--- src/design/lre_pkg.sv ---
// ----------------------------------------------------------------------------
// lre_pkg: shared constants for the leader role election block
// event kinds, role codes, register indexes, reset values and score limits
// ----------------------------------------------------------------------------
package lre_pkg;

   localparam int LIGHT_BITS_DEF = 12;
   localparam int SCORE_W        = 13;
   localparam int TIME_W         = 32;
   localparam int ID_W           = 32;
   localparam int CSR_IDX_W      = 3;
   localparam int CSR_DATA_W     = 32;

   localparam logic [SCORE_W-1:0] MOTION_WEIGHT = 13'd2000;
   localparam logic [SCORE_W-1:0] SCORE_MAX     = 13'd8191;

   // event kinds
   localparam logic REQ_PEER  = 1'b0;
   localparam logic REQ_LOCAL = 1'b1;

   // role codes
   localparam logic ROLE_BACKUP  = 1'b0;
   localparam logic ROLE_PRIMARY = 1'b1;

   // register indexes
   localparam logic [CSR_IDX_W-1:0] CSR_MY_NODE_ID    = 3'd0;
   localparam logic [CSR_IDX_W-1:0] CSR_DARK_THRESH   = 3'd1;
   localparam logic [CSR_IDX_W-1:0] CSR_MASTER_TMO    = 3'd2;
   localparam logic [CSR_IDX_W-1:0] CSR_HYST_MARGIN   = 3'd3;
   localparam logic [CSR_IDX_W-1:0] CSR_PEER_SILENCE  = 3'd4;

   // register reset values
   localparam logic [31:0] RST_MY_NODE_ID   = 32'd0;
   localparam logic [11:0] RST_DARK_THRESH  = 12'd500;
   localparam logic [15:0] RST_MASTER_TMO   = 16'd3000;
   localparam logic [11:0] RST_HYST_MARGIN  = 12'd300;
   localparam logic [15:0] RST_PEER_SILENCE = 16'd2000;

endpackage

--- src/design/leader_role_election.sv ---
// ----------------------------------------------------------------------------
// leader_role_election: per-node master/follower election by threat score
// peer reports update the master record or the best follower score, local
// updates expire the master record, run the role machine and clear the
// follower maximum after peer silence
// ----------------------------------------------------------------------------
//   channel  ports        direction  beat
//   req      req_*        in         one event (peer report or local update)
//   rsp      rsp_*        out        role and election record after the event
//   csr      csr_*        in         register write, no wait
//
// one event per cycle sustained while rsp_ready holds; an event's result passes
// the input register, then one pass through the scoring and role logic
// into the state and result registers
// reset clears role and election record and loads the register defaults
// a stalled result register holds the input register; req_ready drops only
// when both are full
// ----------------------------------------------------------------------------
module leader_role_election #(
   parameter int LIGHT_BITS = lre_pkg::LIGHT_BITS_DEF
) (
   input  logic                             clock,
   input  logic                             reset,
   input  logic                             req_valid,
   output logic                             req_ready,
   input  logic                             req_type,
   input  logic [lre_pkg::TIME_W-1:0]       req_now_ms,
   input  logic [lre_pkg::ID_W-1:0]         req_sender_id,
   input  logic [LIGHT_BITS-1:0]            req_light_level,
   input  logic                             req_motion,
   input  logic                             req_sender_is_master,
   output logic                             rsp_valid,
   input  logic                             rsp_ready,
   output logic                             rsp_role,
   output logic                             rsp_role_changed,
   output logic [lre_pkg::ID_W-1:0]         rsp_leader_id,
   output logic [lre_pkg::SCORE_W-1:0]      rsp_leader_score,
   output logic [lre_pkg::SCORE_W-1:0]      rsp_best_follower_score,
   input  logic                             csr_write_en,
   input  logic [lre_pkg::CSR_IDX_W-1:0]    csr_index,
   input  logic [lre_pkg::CSR_DATA_W-1:0]   csr_wdata
);
   import lre_pkg::*;

   localparam int SUM_W = ((LIGHT_BITS > SCORE_W - 1) ? LIGHT_BITS : SCORE_W - 1) + 1;

   // registers
   logic [31:0] my_id_ff;
   logic [11:0] dark_thr_ff;
   logic [15:0] mst_tmo_ff;
   logic [11:0] hyst_ff;
   logic [15:0] silence_ff;

   // input register
   logic                  s1_valid_ff;
   logic                  s1_type_ff;
   logic [TIME_W-1:0]     s1_now_ff;
   logic [ID_W-1:0]       s1_sender_ff;
   logic [LIGHT_BITS-1:0] s1_light_ff;
   logic                  s1_motion_ff;
   logic                  s1_is_mst_ff;

   // election state
   logic                  role_ff, role_in;
   logic [ID_W-1:0]       mst_id_ff, mst_id_in;
   logic [SCORE_W-1:0]    mst_score_ff, mst_score_in;
   logic [SCORE_W-1:0]    fmax_ff, fmax_in;
   logic [TIME_W-1:0]     mst_time_ff, mst_time_in;
   logic [TIME_W-1:0]     peer_time_ff, peer_time_in;

   // result register
   logic                  rsp_valid_ff;
   logic                  rsp_chg_ff;

   logic                  advance;
   logic [SUM_W-1:0]      sum;
   logic                  dark;
   logic [SCORE_W-1:0]    score;
   logic [SCORE_W-1:0]    band;
   logic [TIME_W-1:0]     mst_age;
   logic [TIME_W-1:0]     peer_age;
   logic                  active;
   logic [SCORE_W:0]      mst_plus_hyst;

   assign advance   = s1_valid_ff && (!rsp_valid_ff || rsp_ready);
   assign req_ready = !s1_valid_ff || advance;

   // score
   always_comb begin
      sum   = (s1_motion_ff ? SUM_W'(MOTION_WEIGHT) : SUM_W'(0)) + SUM_W'(s1_light_ff);
      dark  = !s1_motion_ff && (SUM_W'(s1_light_ff) < SUM_W'(dark_thr_ff));
      if (dark) begin
         score = '0;
      end else if (sum > SUM_W'(SCORE_MAX)) begin
         score = SCORE_MAX;
      end else begin
         score = sum[SCORE_W-1:0];
      end
   end

   assign band          = MOTION_WEIGHT + SCORE_W'(dark_thr_ff);
   assign mst_age       = s1_now_ff - mst_time_ff;
   assign peer_age      = s1_now_ff - peer_time_ff;
   assign active        = mst_age < TIME_W'(mst_tmo_ff);

   // next election state
   always_comb begin
      role_in      = role_ff;
      mst_id_in    = mst_id_ff;
      mst_score_in = mst_score_ff;
      fmax_in      = fmax_ff;
      mst_time_in  = mst_time_ff;
      peer_time_in = peer_time_ff;
      mst_plus_hyst = '0;
      unique case (s1_type_ff)
         REQ_PEER: begin
            peer_time_in = s1_now_ff;
            if (s1_is_mst_ff) begin
               mst_id_in    = s1_sender_ff;
               mst_score_in = score;
               mst_time_in  = s1_now_ff;
            end else if (score > fmax_ff) begin
               fmax_in = score;
            end
         end
         REQ_LOCAL: begin
            if (!active) begin
               mst_id_in    = '0;
               mst_score_in = '0;
            end
            mst_plus_hyst = {1'b0, mst_score_in} + (SCORE_W + 1)'(hyst_ff);
            if (role_ff == ROLE_BACKUP) begin
               if (score > band) begin
                  if (!active) begin
                     if (score >= fmax_ff) role_in = ROLE_PRIMARY;
                  end else if ({1'b0, score} > mst_plus_hyst) begin
                     role_in = ROLE_PRIMARY;
                  end
               end
            end else begin
               if (score < band) begin
                  role_in = ROLE_BACKUP;
               end else if (active && mst_id_in != my_id_ff && mst_score_in > score) begin
                  role_in = ROLE_BACKUP;
               end
            end
            if (peer_age > TIME_W'(silence_ff)) fmax_in = '0;
         end
         default: ;
      endcase
   end

   // registers and control
   always_ff @(posedge clock) begin
      if (reset) begin
         my_id_ff     <= RST_MY_NODE_ID;
         dark_thr_ff  <= RST_DARK_THRESH;
         mst_tmo_ff   <= RST_MASTER_TMO;
         hyst_ff      <= RST_HYST_MARGIN;
         silence_ff   <= RST_PEER_SILENCE;
         s1_valid_ff  <= 1'b0;
         rsp_valid_ff <= 1'b0;
         role_ff      <= ROLE_BACKUP;
         mst_id_ff    <= '0;
         mst_score_ff <= '0;
         fmax_ff      <= '0;
         mst_time_ff  <= '0;
         peer_time_ff <= '0;
      end else begin
         if (csr_write_en) begin
            unique case (csr_index)
               CSR_MY_NODE_ID:   my_id_ff    <= csr_wdata[31:0];
               CSR_DARK_THRESH:  dark_thr_ff <= csr_wdata[11:0];
               CSR_MASTER_TMO:   mst_tmo_ff  <= csr_wdata[15:0];
               CSR_HYST_MARGIN:  hyst_ff     <= csr_wdata[11:0];
               CSR_PEER_SILENCE: silence_ff  <= csr_wdata[15:0];
               default: ;
            endcase
         end
         if (req_ready) begin
            s1_valid_ff <= req_valid;
         end
         if (advance) begin
            rsp_valid_ff <= 1'b1;
            role_ff      <= role_in;
            mst_id_ff    <= mst_id_in;
            mst_score_ff <= mst_score_in;
            fmax_ff      <= fmax_in;
            mst_time_ff  <= mst_time_in;
            peer_time_ff <= peer_time_in;
         end else if (rsp_ready) begin
            rsp_valid_ff <= 1'b0;
         end
      end
   end

   // payload registers
   always_ff @(posedge clock) begin
      if (req_valid && req_ready) begin
         s1_type_ff   <= req_type;
         s1_now_ff    <= req_now_ms;
         s1_sender_ff <= req_sender_id;
         s1_light_ff  <= req_light_level;
         s1_motion_ff <= req_motion;
         s1_is_mst_ff <= req_sender_is_master;
      end
      if (advance) begin
         rsp_chg_ff <= role_in != role_ff;
      end
   end

   assign rsp_valid               = rsp_valid_ff;
   assign rsp_role                = role_ff;
   assign rsp_role_changed        = rsp_chg_ff;
   assign rsp_leader_id           = mst_id_ff;
   assign rsp_leader_score        = mst_score_ff;
   assign rsp_best_follower_score = fmax_ff;

   // checks
   a_peer_keeps_role: assert property (@(posedge clock) disable iff (reset)
      advance && s1_type_ff == REQ_PEER |=> !rsp_role_changed)
      else $error("peer report changed the role");

   a_role_matches: assert property (@(posedge clock) disable iff (reset)
      advance |=> rsp_role == role_ff && rsp_valid)
      else $error("result role differs from stored role");

   a_ready_full: assert property (@(posedge clock) disable iff (reset)
      !req_ready |-> s1_valid_ff && rsp_valid_ff && !rsp_ready)
      else $error("input stalled while a stage was free");

endmodule

--- config.mk ---
export PLATFORM = sky130hd
export DESIGN_NAME = leader_role_election
export DESIGN_NICKNAME = d
export VERILOG_FILES = /design/src/design/lre_pkg.sv /design/src/design/leader_role_election.sv
export SDC_FILE = /design/constraint.sdc
export NUM_CORES = 1
export LEC_CHECK = 0
export BUFFER_PORTS_ARGS = -buffer_cell sky130_fd_sc_hd__buf_4
export CORE_MARGIN = 3
export CORE_UTILIZATION = 65
export DETAILED_ROUTE_END_ITERATION = 8
export PLACE_DENSITY = 0.88
export SLEW_MARGIN = 15
export SYNTH_ARGS = -nofsm -noshare
export SYNTH_HDL_FRONTEND = slang
export SYNTH_SLANG_ARGS = --single-unit
--- constraint.sdc ---
create_clock -name clock -period 17.1 [get_ports clock]
set_clock_uncertainty 0.2 [all_clocks]
set_input_delay 0.855 -clock clock [delete_from_list [all_inputs] [get_ports clock]]
set_output_delay 0.855 -clock clock [all_outputs]
set_load 0.02 [all_outputs]
==> impl_metrics.env <==
export IMPL_layout_min_cycle_time_ns=8.80
export IMPL_coreArea_um2=27200
export IMPL_reg2reg_from="s1_now_ff[2]"
export IMPL_slew_viol_final=0
export IMPL_holdWs_ns=0.234
export IMPL_yosys_area_top_type="dfxtp_1"
export IMPL_avgSynthCellArea_um2=8.39
export IMPL_cts_hold_buf=0
export IMPL_cts_root_buf="clkbuf_16"
export IMPL_cts_tree="built"
export IMPL_die_h_um=173
export IMPL_slew_headroom_pct=23.5
export IMPL_synth_edff_count=80
export IMPL_remaining_drc_errors=0
export IMPL_clock_latency_ns=0.59
export IMPL_synth_cell_types=79
export IMPL_nets=2587
export IMPL_power_leakage_nw=8.22
export IMPL_syn_cell_area_um2=18100
export IMPL_clkSinkCount=293
export IMPL_multi_input_area_um2=10400
export IMPL_fin_tns_setup_ns=0
export IMPL_seqCellArea_um2=6670
export IMPL_setup_viol=0
export IMPL_syn_nets=2453
export IMPL_synth_warnings=0
export IMPL_synthTopCellsByArea="dfxtp_1 24%, edfxtp_1 13%, ha_1 12%"
export IMPL_grt_start_max_net_pins=128
export IMPL_cts_clk_slew_worst_paths_ns=0.07
export IMPL_grt_pass1_vias=16200
export IMPL_die_x_um=173
export IMPL_ys_ff_latch=293
export IMPL_status="finished, final reports clean"
export IMPL_place_gp_congestion=0.915
export IMPL_area_delta_synth_final_pct=14.9
export IMPL_drive_gt1_share_pct=14.7
export IMPL_port_buffer_count=180
export IMPL_antenna_found_initial=1
export IMPL_max_vdd_ir_drop_v=0.0000785
export IMPL_worstReg2RegEnd="rsp_role"
export IMPL_critPathLaunch="s1_now_ff[2]"
export IMPL_final_common_cell="nand2_1"
export IMPL_cts_setup_buffers=0
export IMPL_synth_seq_area_share_pct=36.9
export IMPL_h_tree_depth=1
export IMPL_ff2ff_setup_slack_ns=8.30
export IMPL_synthArstFlopShare_pct=0
export IMPL_routed_wl_um=53300
export IMPL_end_kind="flip-flop"
export IMPL_synth_top_cell_area_share_pct=23.6
export IMPL_cts_resized_gates=0
export IMPL_worstRegToRegCells=42
export IMPL_drtPass1Iterations=5
export IMPL_cp_data_required_time_ns=17.38
export IMPL_dp_hpwl_um=38400
export IMPL_holdCritPathClass="in -> reg"
export IMPL_rsz0062_at_grt="no"
export IMPL_floorplan_initialDensity_pct=66.6
export IMPL_syn_inst=2155
export IMPL_layout_common_cells="361 x nand2_1, 256 x a21oi_1, 213 x dfxtp_1, 193 x buf_4, 176 x ha_1"
export IMPL_synthFlopType="dfxtp_1"
export IMPL_worstMarginPinSlew_ns=1.15
export IMPL_slowest_delay_ns=0.54
export IMPL_crit_path_start_kind="flip-flop"
export IMPL_fin_crit_sh_pct=51.5
export IMPL_num_vias=16600
export IMPL_worstSetupPathType="reg -> reg"
export IMPL_grtUsageTotal_pct=34.2
export IMPL_avgViaCountPerCell=6.17
export IMPL_fmax_mhz=114
export IMPL_p_per_area_nw_per_um2=89.6
export IMPL_crit_top_cell="a21oi_1"
export IMPL_grt_overflow=0
export IMPL_crit_fanout=31
export IMPL_wl_per_cell_um=19.8
export IMPL_ant_nets=0
export IMPL_grt_pass1_wl_um=84000
export IMPL_num_io_pins=181
export IMPL_final_hold_viol_count=0
export IMPL_clock_path_buffers=3
export IMPL_die_area_um2=29900
export IMPL_endpoint="rsp_role"
export IMPL_fillerInstances=1926
export IMPL_arrival_ns=9.08
export IMPL_slowest_stage="or4_4"
export IMPL_numCtsBuffers=31
export IMPL_initialDrtViolationCount=1420
export IMPL_cap_violations=0
export IMPL_num_rows=60
routing by layer:
layer | track usage (%) | vias up | share of wire (%)
li1 | - | 7835 | -
met1 | 44.9 | 7901 | 41
met2 | 58.2 | 708 | 47
met3 | 4.22 | 146 | 7.4
met4 | 12.4 | 0 | 3.9
met5 | 0 | - | 0
flip-flops by register name, summed over array words and instances (netlist names), 13 cells and up:
signal / count
s1_now_ff: 32
peer_time_ff: 32
rsp_leader_score: 13
s1_sender_ff: 32
rsp_leader_id: 32
mst_time_ff: 32
silence_ff: 16
my_id_ff: 32
mst_tmo_ff: 16
rsp_best_follower_score: 13
worst min-delay path by stage:
stage	slack, ns	end	from	cells after the start
2_1_floorplan	0.23	mst_tmo_ff[0]	mst_tmo_ff[0]	2
3_3_place_gp	0.24	mst_time_ff[22]	mst_time_ff[22]	2
3_5_place_dp	0.25	peer_time_ff[21]	peer_time_ff[21]	2
4_1_cts	0.22	s1_sender_ff[19]	req_sender_id[19]	1
5_1_grt	0.23	s1_sender_ff[14]	req_sender_id[14]	1
6_report	0.23	s1_sender_ff[19]	req_sender_id[19]	1
cells in the mapped netlist (4+ instances only):
cell type / n
nor2_1: 119
and2_1: 21
a22oi_1: 14
a2111oi_0: 5
a21o_1: 50
o21bai_1: 9
nand2_1: 362
xor2_1: 18
nand3b_1: 35
nor2_2: 34
buf_2: 10
a21boi_0: 4
clkbuf_1: 74
ha_1: 176
nand4_1: 32
o21ai_0: 84
o2111ai_1: 6
edfxtp_1: 80
or3_1: 5
a31oi_1: 6
mux2i_1: 9
a21oi_1: 256
nand3_1: 38
nor4_1: 10
nor2b_1: 23
xnor2_1: 57
a22oi_2: 40
a211oi_1: 27
o21a_1: 20
nor3_1: 20
inv_1: 170
a211o_1: 10
or4_1: 6
o31ai_1: 9
and3_1: 8
o211ai_1: 9
nand2b_1: 15
dfxtp_1: 213
o21ai_1: 7
layout make-up:
cell class | count | area share [%]
tap | 372 | 2.24
sequential | 293 | 32.1
antenna | 1 | 0.0120
clock buffer | 37 | 3.98
multi-input combinational | 1598 | 49.9
inverter | 170 | 3.07
clock inverter | 21 | 1.54
timing repair buffer | 195 | 7.16
power by group:
part           total [W]  leakage (nW)  switching [W]  internal, W
sequential      0.000761          2.51      0.0000226     0.000739
clock           0.000764         0.552       0.000299     0.000466
combinational   0.000337          5.16       0.000201     0.000135
logic make-up (layout without fill, tap and decap cells):
family,after synthesis,count (layout),synth area share (%)
other cells,0,1,0
mux,10,10,0.581
xor+xnor,75,75,3.63
simple gates,745,745,19.3
buf+inv,264,423,5.91
compound gates,589,589,21.2
flops,293,293,36.9
fa+ha+maj,179,179,12.5
critical path, delay by kind of cell (launching register included):
| kind | cells | cell delay, ns |
|---|---|---|
| compound gates | 24 | 4.19 |
| simple gates | 8 | 1.64 |
| xor+xnor | 1 | 0.16 |
| flops | 1 | 0.46 |
| fa+ha+maj | 5 | 1.46 |
| buf+inv | 4 | 0.58 |
per-stage QoR:
stage | instances | util (%) | worst slack (ns) | instance area, um2 | total power, W
floorplan | 2155 | - | 9.13 | 18100 | 0.000991
global placement | 2627 | 72.1 | 8.78 | 19600 | 0.00109
detailed placement | 2627 | 72.1 | 8.45 | 19600 | 0.00110
CTS | 2685 | 76.4 | 8.41 | 20700 | 0.00186
global route | 2687 | 76.5 | 7.63 | 20800 | 0.00193
finish | 2687 | 76.5 | 8.30 | 20800 | 0.00186
Note: power is estimated with default switching activity, not from simulation.
